**src/rtl/jsu_pkg.sv**
```systemverilog
// Shared types and constants for the JSON string unescaper.
// No dependencies; every other file but jsu_in_if.sv imports this package.
package jsu_pkg;

	// Result status codes
	typedef enum logic [2:0] {
		ST_DATA     = 3'd0,
		ST_DONE     = 3'd1,
		ST_BADESC   = 3'd2,
		ST_NONASCII = 3'd3,
		ST_BADHEX   = 3'd4,
		ST_LONG     = 3'd5,
		ST_NOQUOTE  = 3'd6,
		ST_UNTERM   = 3'd7
	} status_t;

	// Parser phases
	typedef enum logic [2:0] {
		PH_IDLE = 3'd0,
		PH_STR  = 3'd1,
		PH_ESC  = 3'd2,
		PH_HEX0 = 3'd3,
		PH_HEX1 = 3'd4,
		PH_HEX2 = 3'd5,
		PH_HEX3 = 3'd6
	} phase_t;

	// Configuration register indexes
	localparam logic [1:0] CFG_MODE    = 2'd0;
	localparam logic [1:0] CFG_SUBST   = 2'd1;
	localparam logic [1:0] CFG_MAX_LEN = 2'd2;

	// Mode codes; the fourth code acts as strict
	localparam logic [1:0] MODE_STRICT     = 2'd0;
	localparam logic [1:0] MODE_UTF8       = 2'd1;
	localparam logic [1:0] MODE_PERMISSIVE = 2'd2;

	localparam logic [7:0] SUBST_RESET = 8'd63;

	// Configuration seen by the front end
	typedef struct packed {
		logic [1:0]  mode;
		logic [7:0]  subst;
		logic [15:0] max_len;
	} cfg_t;

	// Results caused by one input byte: data bytes, then an optional terminal result
	typedef struct packed {
		logic [1:0]      ndata;
		logic [2:0][7:0] data;
		logic            has_term;
		status_t         term_status;
		logic [15:0]     term_len;
	} job_t;

endpackage

```
**src/rtl/jsu_in_if.sv**
```systemverilog
// Input byte channel: valid/ready handshake with the raw text byte.
// Depends on nothing beyond the language.
interface jsu_in_if;
	logic       valid;
	logic       ready;
	logic [7:0] in_byte;
	logic       end_of_input;

	modport source (output valid, output in_byte, output end_of_input, input ready);
	modport sink   (input valid, input in_byte, input end_of_input, output ready);
endinterface

```
**src/rtl/jsu_out_if.sv**
```systemverilog
// Result channel: valid/ready handshake with one decoded result.
// Depends on jsu_pkg for the status type.
interface jsu_out_if import jsu_pkg::*; ();
	logic        valid;
	logic        ready;
	logic [7:0]  out_byte;
	status_t     status;
	logic [15:0] string_length;
	logic        last;

	modport source (output valid, output out_byte, output status, output string_length,
		output last, input ready);
	modport sink   (input valid, input out_byte, input status, input string_length,
		input last, output ready);
endinterface

```
**src/rtl/jsu_front.sv**
```systemverilog
// Front end: parser state machine, escape and hex decode, UTF-8 encode, length check.
// Produces at most one job per input transfer. Depends on jsu_pkg and jsu_in_if.
module jsu_front import jsu_pkg::*; (
	input  logic      clk,
	input  logic      arst_n,
	jsu_in_if.sink    byte_ch,
	input  cfg_t      cfg,
	input  logic      queue_full,
	output logic      push,
	output job_t      push_job
);

	phase_t      phase_q, phase_d;
	logic [15:0] hex_q, hex_d;
	logic [15:0] len_q, len_d;

	logic        take;
	logic        do_deliver;
	logic        is_cp;
	logic [15:0] v16;
	logic [7:0]  esc_byte;
	logic        esc_ok;
	logic        hex_ok;
	logic [3:0]  hex_nib;
	logic [15:0] hex_new;
	logic [1:0]  k;
	logic [2:0][7:0] cand;
	logic        nonascii;
	logic        limit_on;
	logic [16:0] room;
	logic        fits;
	logic [1:0]  nd;
	logic [16:0] len_sum;

	assign byte_ch.ready = !queue_full;
	assign take = byte_ch.valid && byte_ch.ready;

	// Escape letter decode
	always_comb begin
		esc_ok = 1'b1;
		esc_byte = 8'h00;
		case (byte_ch.in_byte)
			"t": esc_byte = 8'h09;
			"n": esc_byte = 8'h0a;
			"r": esc_byte = 8'h0d;
			"f": esc_byte = 8'h0c;
			"b": esc_byte = 8'h08;
			"/": esc_byte = "/";
			"\\": esc_byte = "\\";
			"\"": esc_byte = "\"";
			default: esc_ok = 1'b0;
		endcase
	end

	// Hex digit decode
	always_comb begin
		hex_ok = 1'b1;
		hex_nib = 4'h0;
		if (byte_ch.in_byte >= "0" && byte_ch.in_byte <= "9") begin
			hex_nib = 4'(byte_ch.in_byte - "0");
		end else if (byte_ch.in_byte >= "a" && byte_ch.in_byte <= "f") begin
			hex_nib = 4'(byte_ch.in_byte - "a" + 8'd10);
		end else if (byte_ch.in_byte >= "A" && byte_ch.in_byte <= "F") begin
			hex_nib = 4'(byte_ch.in_byte - "A" + 8'd10);
		end else begin
			hex_ok = 1'b0;
		end
	end
	assign hex_new = {hex_q[11:0], hex_nib};

	// Next phase and job classification
	always_comb begin
		phase_d = phase_q;
		hex_d = hex_q;
		do_deliver = 1'b0;
		is_cp = 1'b0;
		v16 = {8'h00, byte_ch.in_byte};
		push_job = '0;
		push_job.term_status = ST_DATA;
		if (byte_ch.end_of_input) begin
			push_job.has_term = 1'b1;
			push_job.term_status = (phase_q == PH_IDLE) ? ST_NOQUOTE : ST_UNTERM;
			phase_d = PH_IDLE;
		end else begin
			case (phase_q)
				PH_IDLE: begin
					if (byte_ch.in_byte == "\"") begin
						phase_d = PH_STR;
					end else if (byte_ch.in_byte != " " && byte_ch.in_byte != 8'h09 &&
							byte_ch.in_byte != 8'h0a && byte_ch.in_byte != 8'h0d) begin
						push_job.has_term = 1'b1;
						push_job.term_status = ST_NOQUOTE;
					end
				end
				PH_STR: begin
					if (byte_ch.in_byte == "\"") begin
						push_job.has_term = 1'b1;
						push_job.term_status = ST_DONE;
						push_job.term_len = len_q;
						phase_d = PH_IDLE;
					end else if (byte_ch.in_byte == "\\") begin
						phase_d = PH_ESC;
					end else begin
						do_deliver = 1'b1;
					end
				end
				PH_ESC: begin
					if (byte_ch.in_byte == "u") begin
						hex_d = '0;
						phase_d = PH_HEX0;
					end else if (!esc_ok) begin
						push_job.has_term = 1'b1;
						push_job.term_status = ST_BADESC;
						phase_d = PH_IDLE;
					end else begin
						phase_d = PH_STR;
						do_deliver = 1'b1;
						v16 = {8'h00, esc_byte};
					end
				end
				PH_HEX0, PH_HEX1, PH_HEX2, PH_HEX3: begin
					if (!hex_ok) begin
						push_job.has_term = 1'b1;
						push_job.term_status = ST_BADHEX;
						phase_d = PH_IDLE;
					end else begin
						hex_d = hex_new;
						case (phase_q)
							PH_HEX0: phase_d = PH_HEX1;
							PH_HEX1: phase_d = PH_HEX2;
							PH_HEX2: phase_d = PH_HEX3;
							default: begin
								phase_d = PH_STR;
								do_deliver = 1'b1;
								is_cp = 1'b1;
								v16 = hex_new;
							end
						endcase
					end
				end
				default: phase_d = PH_IDLE;
			endcase
		end

		// Mode-dependent byte candidates
		k = 2'd1;
		cand = '0;
		nonascii = 1'b0;
		if (cfg.mode == MODE_UTF8) begin
			if (!is_cp || v16 < 16'h0080) begin
				cand[0] = v16[7:0];
			end else if (v16 < 16'h0800) begin
				k = 2'd2;
				cand[0] = 8'hc0 | {3'b000, v16[10:6]};
				cand[1] = 8'h80 | {2'b00, v16[5:0]};
			end else begin
				k = 2'd3;
				cand[0] = 8'he0 | {4'h0, v16[15:12]};
				cand[1] = 8'h80 | {2'b00, v16[11:6]};
				cand[2] = 8'h80 | {2'b00, v16[5:0]};
			end
		end else if (cfg.mode == MODE_PERMISSIVE) begin
			cand[0] = (v16 < 16'd32 || v16 >= 16'd127) ? cfg.subst : v16[7:0];
		end else begin
			nonascii = (v16 >= 16'd127);
			cand[0] = v16[7:0];
		end

		// Length limit: emit what fits, then flag too long
		limit_on = (cfg.max_len != 16'h0000);
		room = {1'b0, cfg.max_len} - {1'b0, len_q};
		fits = !limit_on || (!room[16] && room >= {15'h0000, k});
		nd = fits ? k : (room[16] ? 2'd0 : room[1:0]);
		len_sum = {1'b0, len_q} + {15'h0000, nd};
		len_d = len_q;

		if (do_deliver) begin
			if (nonascii) begin
				push_job.has_term = 1'b1;
				push_job.term_status = ST_NONASCII;
				phase_d = PH_IDLE;
			end else begin
				push_job.ndata = nd;
				push_job.data = cand;
				len_d = len_sum[16] ? 16'hffff : len_sum[15:0];
				if (!fits) begin
					push_job.has_term = 1'b1;
					push_job.term_status = ST_LONG;
					phase_d = PH_IDLE;
				end
			end
		end
		// Opening quote starts a fresh count
		if (!byte_ch.end_of_input && phase_q == PH_IDLE && byte_ch.in_byte == "\"") begin
			len_d = '0;
		end
	end

	assign push = take && (push_job.has_term || push_job.ndata != 2'd0);

	// Parser state
	always_ff @(posedge clk or negedge arst_n) begin
		if (!arst_n) begin
			phase_q <= PH_IDLE;
			hex_q <= '0;
			len_q <= '0;
		end else if (take) begin
			phase_q <= phase_d;
			hex_q <= hex_d;
			len_q <= len_d;
		end
	end

endmodule

```
**src/rtl/jsu_queue.sv**
```systemverilog
// Job queue between front and back end; registered storage, one push and one pop.
// Depends on jsu_pkg for the job type.
module jsu_queue import jsu_pkg::*; #(
	parameter int DEPTH = 4
) (
	input  logic clk,
	input  logic arst_n,
	input  logic push,
	input  job_t push_job,
	output logic full,
	input  logic pop,
	output job_t head_job,
	output logic empty
);

	localparam int PTR_W = (DEPTH > 1) ? $clog2(DEPTH) : 1;
	localparam int CNT_W = $clog2(DEPTH + 1);

	job_t             mem_q [DEPTH];
	logic [PTR_W-1:0] wr_ptr_q, rd_ptr_q;
	logic [CNT_W-1:0] count_q;
	logic             do_push, do_pop;

	assign full  = (count_q == CNT_W'(DEPTH));
	assign empty = (count_q == '0);
	assign do_push = push && !full;
	assign do_pop  = pop && !empty;
	assign head_job = mem_q[rd_ptr_q];

	// Storage write
	always_ff @(posedge clk) begin
		if (do_push) begin
			mem_q[wr_ptr_q] <= push_job;
		end
	end

	// Pointers and fill count
	always_ff @(posedge clk or negedge arst_n) begin
		if (!arst_n) begin
			wr_ptr_q <= '0;
			rd_ptr_q <= '0;
			count_q <= '0;
		end else begin
			if (do_push) begin
				wr_ptr_q <= (wr_ptr_q == PTR_W'(DEPTH - 1)) ? '0 : wr_ptr_q + 1'b1;
			end
			if (do_pop) begin
				rd_ptr_q <= (rd_ptr_q == PTR_W'(DEPTH - 1)) ? '0 : rd_ptr_q + 1'b1;
			end
			if (do_push && !do_pop) begin
				count_q <= count_q + 1'b1;
			end else if (!do_push && do_pop) begin
				count_q <= count_q - 1'b1;
			end
		end
	end

endmodule

```
**src/rtl/jsu_back.sv**
```systemverilog
// Back end: walks the head job and presents its results one per transfer.
// Depends on jsu_pkg and jsu_out_if.
module jsu_back import jsu_pkg::*; (
	input  logic       clk,
	input  logic       arst_n,
	input  job_t       head_job,
	input  logic       empty,
	output logic       pop,
	jsu_out_if.source  result_ch
);

	logic [1:0] idx_q;
	logic [2:0] total;
	logic       is_data;
	logic       is_last;
	logic       xfer;

	assign total   = {1'b0, head_job.ndata} + {2'b00, head_job.has_term};
	assign is_data = (idx_q < head_job.ndata);
	assign is_last = (({1'b0, idx_q} + 3'd1) == total);

	// Result payload for the current position
	always_comb begin
		result_ch.out_byte = 8'h00;
		result_ch.status = head_job.term_status;
		result_ch.string_length = head_job.term_len;
		if (is_data) begin
			result_ch.status = ST_DATA;
			result_ch.string_length = '0;
			case (idx_q)
				2'd0: result_ch.out_byte = head_job.data[0];
				2'd1: result_ch.out_byte = head_job.data[1];
				2'd2: result_ch.out_byte = head_job.data[2];
				default: result_ch.out_byte = 8'h00;
			endcase
		end
	end

	assign result_ch.valid = !empty;
	assign result_ch.last = is_last;
	assign xfer = result_ch.valid && result_ch.ready;
	assign pop = xfer && is_last;

	// Position within the head job
	always_ff @(posedge clk or negedge arst_n) begin
		if (!arst_n) begin
			idx_q <= '0;
		end else if (xfer) begin
			idx_q <= is_last ? 2'd0 : idx_q + 2'd1;
		end
	end

endmodule

```
**src/rtl/json_string_unescape_core.sv**
```systemverilog
// JSON string unescaper, top level: configuration registers, front end, job queue,
// back end and checks. Depends on jsu_pkg, jsu_in_if, jsu_out_if and the jsu_ modules.
//
// Usage:
//   byte_ch (sink) takes one text byte per transfer, or an end-of-input marker.
//   result_ch (source) gives decoded bytes (status data), then a completion
//   result carrying the string length, or an error result; last marks the
//   final result caused by one input byte. A byte that causes nothing
//   (white space, opening quote, backslash, hex digits) gives no result.
//   cfg_we/cfg_index/cfg_data write mode, substitute byte and length limit;
//   writes must be made only while the block is idle; the block itself does not enforce it.
// Timing:
//   Results of a byte are registered in the job queue before they appear on the
//   result port. A byte is taken every cycle while the job queue has room
//   (QUEUE_DEPTH jobs). The result port moves one result per cycle while the receiver
//   is ready, so a \u escape that encodes to 3 bytes holds the port for three results;
//   sustained rate is one byte per cycle when results average at most one per byte.
// Reset:
//   Parser idle, counters zero, mode strict, substitute 63, no length limit,
//   queue empty.
// Stall:
//   A stalled receiver holds the current result; the queue fills and then
//   byte_ch.ready drops until a job is drained.
module json_string_unescape_core import jsu_pkg::*; #(
	parameter int QUEUE_DEPTH = 4
) (
	input  logic        clk,
	input  logic        arst_n,
	jsu_in_if.sink      byte_ch,
	jsu_out_if.source   result_ch,
	input  logic        cfg_we,
	input  logic [1:0]  cfg_index,
	input  logic [15:0] cfg_data
);

	cfg_t cfg_q;
	logic push, full, pop, empty;
	job_t push_job, head_job;

	// Configuration registers
	always_ff @(posedge clk or negedge arst_n) begin
		if (!arst_n) begin
			cfg_q.mode <= MODE_STRICT;
			cfg_q.subst <= SUBST_RESET;
			cfg_q.max_len <= '0;
		end else if (cfg_we) begin
			case (cfg_index)
				CFG_MODE:    cfg_q.mode <= cfg_data[1:0];
				CFG_SUBST:   cfg_q.subst <= cfg_data[7:0];
				CFG_MAX_LEN: cfg_q.max_len <= cfg_data;
				default: ;
			endcase
		end
	end

	jsu_front u_front (
		.clk        (clk),
		.arst_n     (arst_n),
		.byte_ch    (byte_ch),
		.cfg        (cfg_q),
		.queue_full (full),
		.push       (push),
		.push_job   (push_job)
	);

	jsu_queue #(.DEPTH(QUEUE_DEPTH)) u_queue (
		.clk      (clk),
		.arst_n   (arst_n),
		.push     (push),
		.push_job (push_job),
		.full     (full),
		.pop      (pop),
		.head_job (head_job),
		.empty    (empty)
	);

	jsu_back u_back (
		.clk       (clk),
		.arst_n    (arst_n),
		.head_job  (head_job),
		.empty     (empty),
		.pop       (pop),
		.result_ch (result_ch)
	);

	// Front end never pushes into a full queue
	a_no_overflow: assert property (@(posedge clk) disable iff (!arst_n)
		push |-> !full)
		else $error("job pushed into full queue");

	// A terminal result always closes the results of its byte
	a_term_is_last: assert property (@(posedge clk) disable iff (!arst_n)
		result_ch.valid && result_ch.status != ST_DATA |-> result_ch.last)
		else $error("terminal result not marked last");

	// Length only on completion, byte only on data
	a_field_usage: assert property (@(posedge clk) disable iff (!arst_n)
		result_ch.valid |->
			(result_ch.status == ST_DONE || result_ch.string_length == 16'h0000) &&
			(result_ch.status == ST_DATA || result_ch.out_byte == 8'h00))
		else $error("result field set outside its status");

endmodule

```
**src/flat_wrapper.sv**
```systemverilog
// flat-port wrapper written by rule: the top's interface ports become plain ports
module json_string_unescape_core_flat import jsu_pkg::*;
#(
	parameter int QUEUE_DEPTH = 4
)
  (clk, arst_n, cfg_we, cfg_index, cfg_data, byte_ch_valid, byte_ch_in_byte, byte_ch_end_of_input, byte_ch_ready, result_ch_valid, result_ch_out_byte, result_ch_status, result_ch_string_length, result_ch_last, result_ch_ready);
  jsu_in_if byte_ch_i ();
  jsu_out_if result_ch_i ();
  input  logic clk;
  input  logic arst_n;
  input  logic cfg_we;
  input  logic [1:0] cfg_index;
  input  logic [15:0] cfg_data;
  input wire logic [$bits(byte_ch_i.valid)-1:0] byte_ch_valid;
  input wire logic [$bits(byte_ch_i.in_byte)-1:0] byte_ch_in_byte;
  input wire logic [$bits(byte_ch_i.end_of_input)-1:0] byte_ch_end_of_input;
  output wire logic [$bits(byte_ch_i.ready)-1:0] byte_ch_ready;
  output wire logic [$bits(result_ch_i.valid)-1:0] result_ch_valid;
  output wire logic [$bits(result_ch_i.out_byte)-1:0] result_ch_out_byte;
  output wire logic [$bits(result_ch_i.status)-1:0] result_ch_status;
  output wire logic [$bits(result_ch_i.string_length)-1:0] result_ch_string_length;
  output wire logic [$bits(result_ch_i.last)-1:0] result_ch_last;
  input wire logic [$bits(result_ch_i.ready)-1:0] result_ch_ready;
  assign byte_ch_i.valid = byte_ch_valid;
  assign byte_ch_i.in_byte = byte_ch_in_byte;
  assign byte_ch_i.end_of_input = byte_ch_end_of_input;
  assign byte_ch_ready = byte_ch_i.ready;
  assign result_ch_valid = result_ch_i.valid;
  assign result_ch_out_byte = result_ch_i.out_byte;
  assign result_ch_status = result_ch_i.status;
  assign result_ch_string_length = result_ch_i.string_length;
  assign result_ch_last = result_ch_i.last;
  assign result_ch_i.ready = result_ch_ready;
  json_string_unescape_core #(.QUEUE_DEPTH(QUEUE_DEPTH)) u_core (.clk(clk), .arst_n(arst_n), .byte_ch(byte_ch_i), .result_ch(result_ch_i), .cfg_we(cfg_we), .cfg_index(cfg_index), .cfg_data(cfg_data));
endmodule
```
**config.mk**
```make
export PLATFORM = sky130hd
export DESIGN_NAME = json_string_unescape_core_flat
export DESIGN_NICKNAME = d
export VERILOG_FILES = /design/src/rtl/jsu_pkg.sv /design/src/rtl/jsu_in_if.sv /design/src/rtl/jsu_out_if.sv /design/src/rtl/jsu_front.sv /design/src/rtl/jsu_queue.sv /design/src/rtl/jsu_back.sv /design/src/rtl/json_string_unescape_core.sv /design/src/flat_wrapper.sv
export SDC_FILE = /design/constraint.sdc
export NUM_CORES = 1
export LEC_CHECK = 0
export BUFFER_PORTS_ARGS = -buffer_cell sky130_fd_sc_hd__buf_2
export CAP_MARGIN = 20
export CORE_ASPECT_RATIO = 2
export CORE_MARGIN = 4
export CORE_UTILIZATION = 65
export CTS_CLUSTER_DIAMETER = 40
export DETAILED_ROUTE_END_ITERATION = 8
export PLACE_DENSITY_LB_ADDON = 0.1
export SKIP_CTS_REPAIR_TIMING = 1
export SYNTH_ARGS = -nofsm -noshare
export SYNTH_HDL_FRONTEND = slang
export SYNTH_SLANG_ARGS = --single-unit
export TNS_END_PERCENT = 10
```
**constraint.sdc**
```tcl
create_clock -name clk -period 15.3 [get_ports clk]
set_clock_uncertainty 0.05 [all_clocks]
set_input_delay 1.53 -clock clk [delete_from_list [all_inputs] [get_ports clk]]
set_output_delay 1.53 -clock clk [all_outputs]
set_load 0.01 [all_outputs]
```
==> flow_summary_export.csv <==
group,metric,value,unit
synthesis,synth-simple-area-share,13.3,%
timing,tns,0,ns
floorplanning,ios,62,
synthesis,yosysTopAreaCell,"edfxtp_1",
clock_tree,tritoncts,"built",
clock_tree,cts_buffer_depth,3,
synthesis,synth_area,12700,um2
grt,grt_use_met2,51.9,%
detailed_routing,via_count,8833,
timing,timing.fmax,115,MHz
clock_tree,clk_latency,0.50,ns
outcome,status,"finished, final reports clean",
synthesis,synth_seq_area_share,54.6,%
synthesis,synth_top_family_by_area,"simple AND/OR/NAND/NOR gates",
finish,drive_gt1_share,20.7,%
grt,top_usage_layer,"met2",
power_and_ir_drop,power.leakage,5.03,nW
grt,grt_max_degree,67,
synthesis,synth_cells,1017,
synthesis,synth_most_common_cell,"edfxtp_1",
detailed_routing,wl_per_cell,22.5,um
synthesis,synthXorXnorAreaFrac,0.620,%
clock_tree,h-tree-depth,1,
synthesis,syn-num-nets,1089,
critical_path,cp_slowest_cell,"or4b_4",
timing,final-setup-viol-count,0,
timing,hold_viol,0,
timing,slew_viol_final,0,
grt,track_usage,28.0,%
floorplanning,die-area,22000,um2
grt,grt_pass1_wl,47800,um
critical_path,path_common_cell,"nor2_1",
critical_path,path_max_fanout,16,
synthesis,synth.area.mux_share,11.7,%
synthesis,avgSynthCellArea,12.5,um2
critical_path,worst_setup_path_end_kind,"flop",
synthesis,synthTopCellsByArea,"edfxtp_1, dfrtp_1, mux4_2",
synthesis,ys_types,89,
finish,nNetsFinal,1137,
power_and_ir_drop,total_power,2.22,mW
timing,timing.final.crit_share,57.1,%
critical_path,cp_data_arrival_time,9.10,ns
detailed_routing,final_antenna_net_count,0,
placement,hpwl,21100,um
detailed_routing,first_pass_iters,5,
finish,n_fill_cell,1371,
finish,antennaDiodeCount,0,
detailed_routing,wl,30100,um
clock_tree,cts_made_buffers,23,
timing,period_needed,8.73,ns
power_and_ir_drop,ir_drop,0.000145,V
detailed_routing,drt-initial-drc-count,928,
detailed_routing,drcViolationCount,0,
finish,syn2layout_area_growth,9.86,%
clock_tree,cts.sinks,242,
synthesis,synth-edff-count,176,
synthesis,synth.cells.most_frequent,"edfxtp_1, nand2_1, dfrtp_1",
synthesis,synthArstFlopShare,27.3,%
min_path,hold_class,"flop to flop",
critical_path,slowest_delay,0.59,ns
floorplanning,core,19300,um2
synthesis,synth_fa_ha_area_share,4.11,%
timing,grt_setup_unrepaired,"false",
synthesis,synth_compound_area_share,12.8,%
grt,use_met3,3.14,%
run,maxCapViolCount,0,
timing,worstMarginPinSlew,1.08,ns
synthesis,ys_seq_elements,242,
clock_tree,path_clk_slew,0.07,ns
grt,grt_overflow,0,
synthesis,yosysWarnings,0,
floorplanning,num_rows,72,
synthesis,synth_top_area_share,41.6,%
detailed_routing,vias_per_cell,6.59,
critical_path,critPathLaunchType,"primary input",
power_and_ir_drop,p_per_area,159,nW/um2
placement,routabilityCongestion,0.898,
grt,grt_pass1_vias,8890,
floorplanning,fp.dieH,206,um
critical_path,cp_data_required_time,15.67,ns
grt,antenna_found_initial,0,
floorplanning,die_x,107,um
clock_tree,clockRootBuffer,"clkbuf_16",
floorplanning,initial_core_util,65.9,%
grt,use_met1,32.8,%
synthesis,ys.flop_type,"edfxtp_1",
timing,max-slew-margin-rel,28.1,%
critical_path,critPathKind,"primary input to flop",
placement,portBuffers,61,
[path summary, 6_finish.rpt]
check                                          startpoint                        end  slack, ns  cells past startpoint
max in group asynchronous                          arst_n    u_core.u_front.len_q[9]      13.38                      2
min in group asynchronous                          arst_n  u_core.u_queue.count_q[2]       1.17                      2
worst min register to register  u_core.u_queue.count_q[2]  u_core.u_queue.count_q[2]       0.47                      1
worst min-delay path            u_core.u_queue.count_q[2]  u_core.u_queue.count_q[2]       0.47                      1
worst max-delay path                   byte_ch_in_byte[3]    u_core.u_front.len_q[3]       6.57                     26
worst max register to register  u_core.u_front.phase_q[0]    u_core.u_front.len_q[3]       7.50                     25
[worst max-delay path: cells and delay by family]
family                   cells  cell delay [ns]
AO/OA/AOI/OAI                8             2.15
buffers and inverters        2             0.52
adder cells (fa/ha/maj)      3             0.64
AND/OR/NAND/NOR             13             4.25
[per-stage QoR]
| step | util (%) | cell area [um2] | setup WS [ns] | hold WS, ns | std cells |
|---|---|---|---|---|---|
| final | 72.4 | 14000 | 6.57 | 0.467 | 1340 |
| after global routing | 72.4 | 14000 | 6.10 | 0.500 | 1340 |
| after CTS | 72.4 | 14000 | 6.75 | 0.467 | 1339 |
| after detailed placement | 68.5 | 13200 | 6.25 | 0.432 | 1298 |
| after global placement | 68.5 | 13200 | 6.50 | 0.436 | 1298 |
| after floorplan | - | 12700 | 7.45 | 0.405 | 1017 |
[power by group]
group	switching [mW]	leakage (nW)	internal [mW]
combinational	0.435	2.26	0.337
sequential	0.0508	2.40	0.836
clock	0.240	0.368	0.320
[cell families (layout without fill, tap and decap cells)]
family	after synthesis	after routing
buf+inv	90	154
compound gates	227	227
simple gates	320	320
flops	242	242
mux	89	89
xor+xnor	9	9
fa+ha+maj	40	40
[layout make-up]
type                       count  area, um2  share of cell area, %
sequential                   242       6950                   49.7
inverter                      41        154                   1.10
clock inverter                14        149                   1.07
clock buffer                  27        601                   4.30
timing repair buffer          72        388                   2.78
tap                          259        324                   2.32
multi-input combinational    685       5410                   38.7
[placed cells by master, fill, tap and decap left out, drive strengths merged, types with 10 or more instances in the layout]
| cell | count |
|---|---|
| a211oi | 17 |
| a21o | 10 |
| a21oi | 51 |
| a22oi | 11 |
| a2bb2oi | 13 |
| and2 | 12 |
| buf | 72 |
| clkbuf | 27 |
| dfrtp | 60 |
| edfxtp | 176 |
| ha | 37 |
| inv | 45 |
| mux2 | 34 |
| mux2i | 11 |
| mux4 | 44 |
| nand2 | 88 |
| nand2b | 13 |
| nand3 | 20 |
| nor2 | 55 |
| nor2b | 34 |
| nor3 | 36 |
| nor4 | 11 |
| o21ai | 44 |
[state kept, by name, indices dropped and copies added (netlist names)]
name / cells
u_core.u_front.hex_q: 12
u_core.cfg_q: 26
u_core.u_front.phase_q: 3
u_core.u_back.idx_q: 2
u_core.u_queue.mem_q: 176
u_core.u_queue.count_q: 3
u_core.u_queue.wr_ptr_q: 2
u_core.u_front.len_q: 16
u_core.u_queue.rd_ptr_q: 2
[layer usage]
layer	vias up	part of all wire (%)
met5	-	0
met4	0	4.2
met3	83	5.5
met2	371	55
met1	4367	36
li1	4012	-
Power figures use the tool's default switching activity.
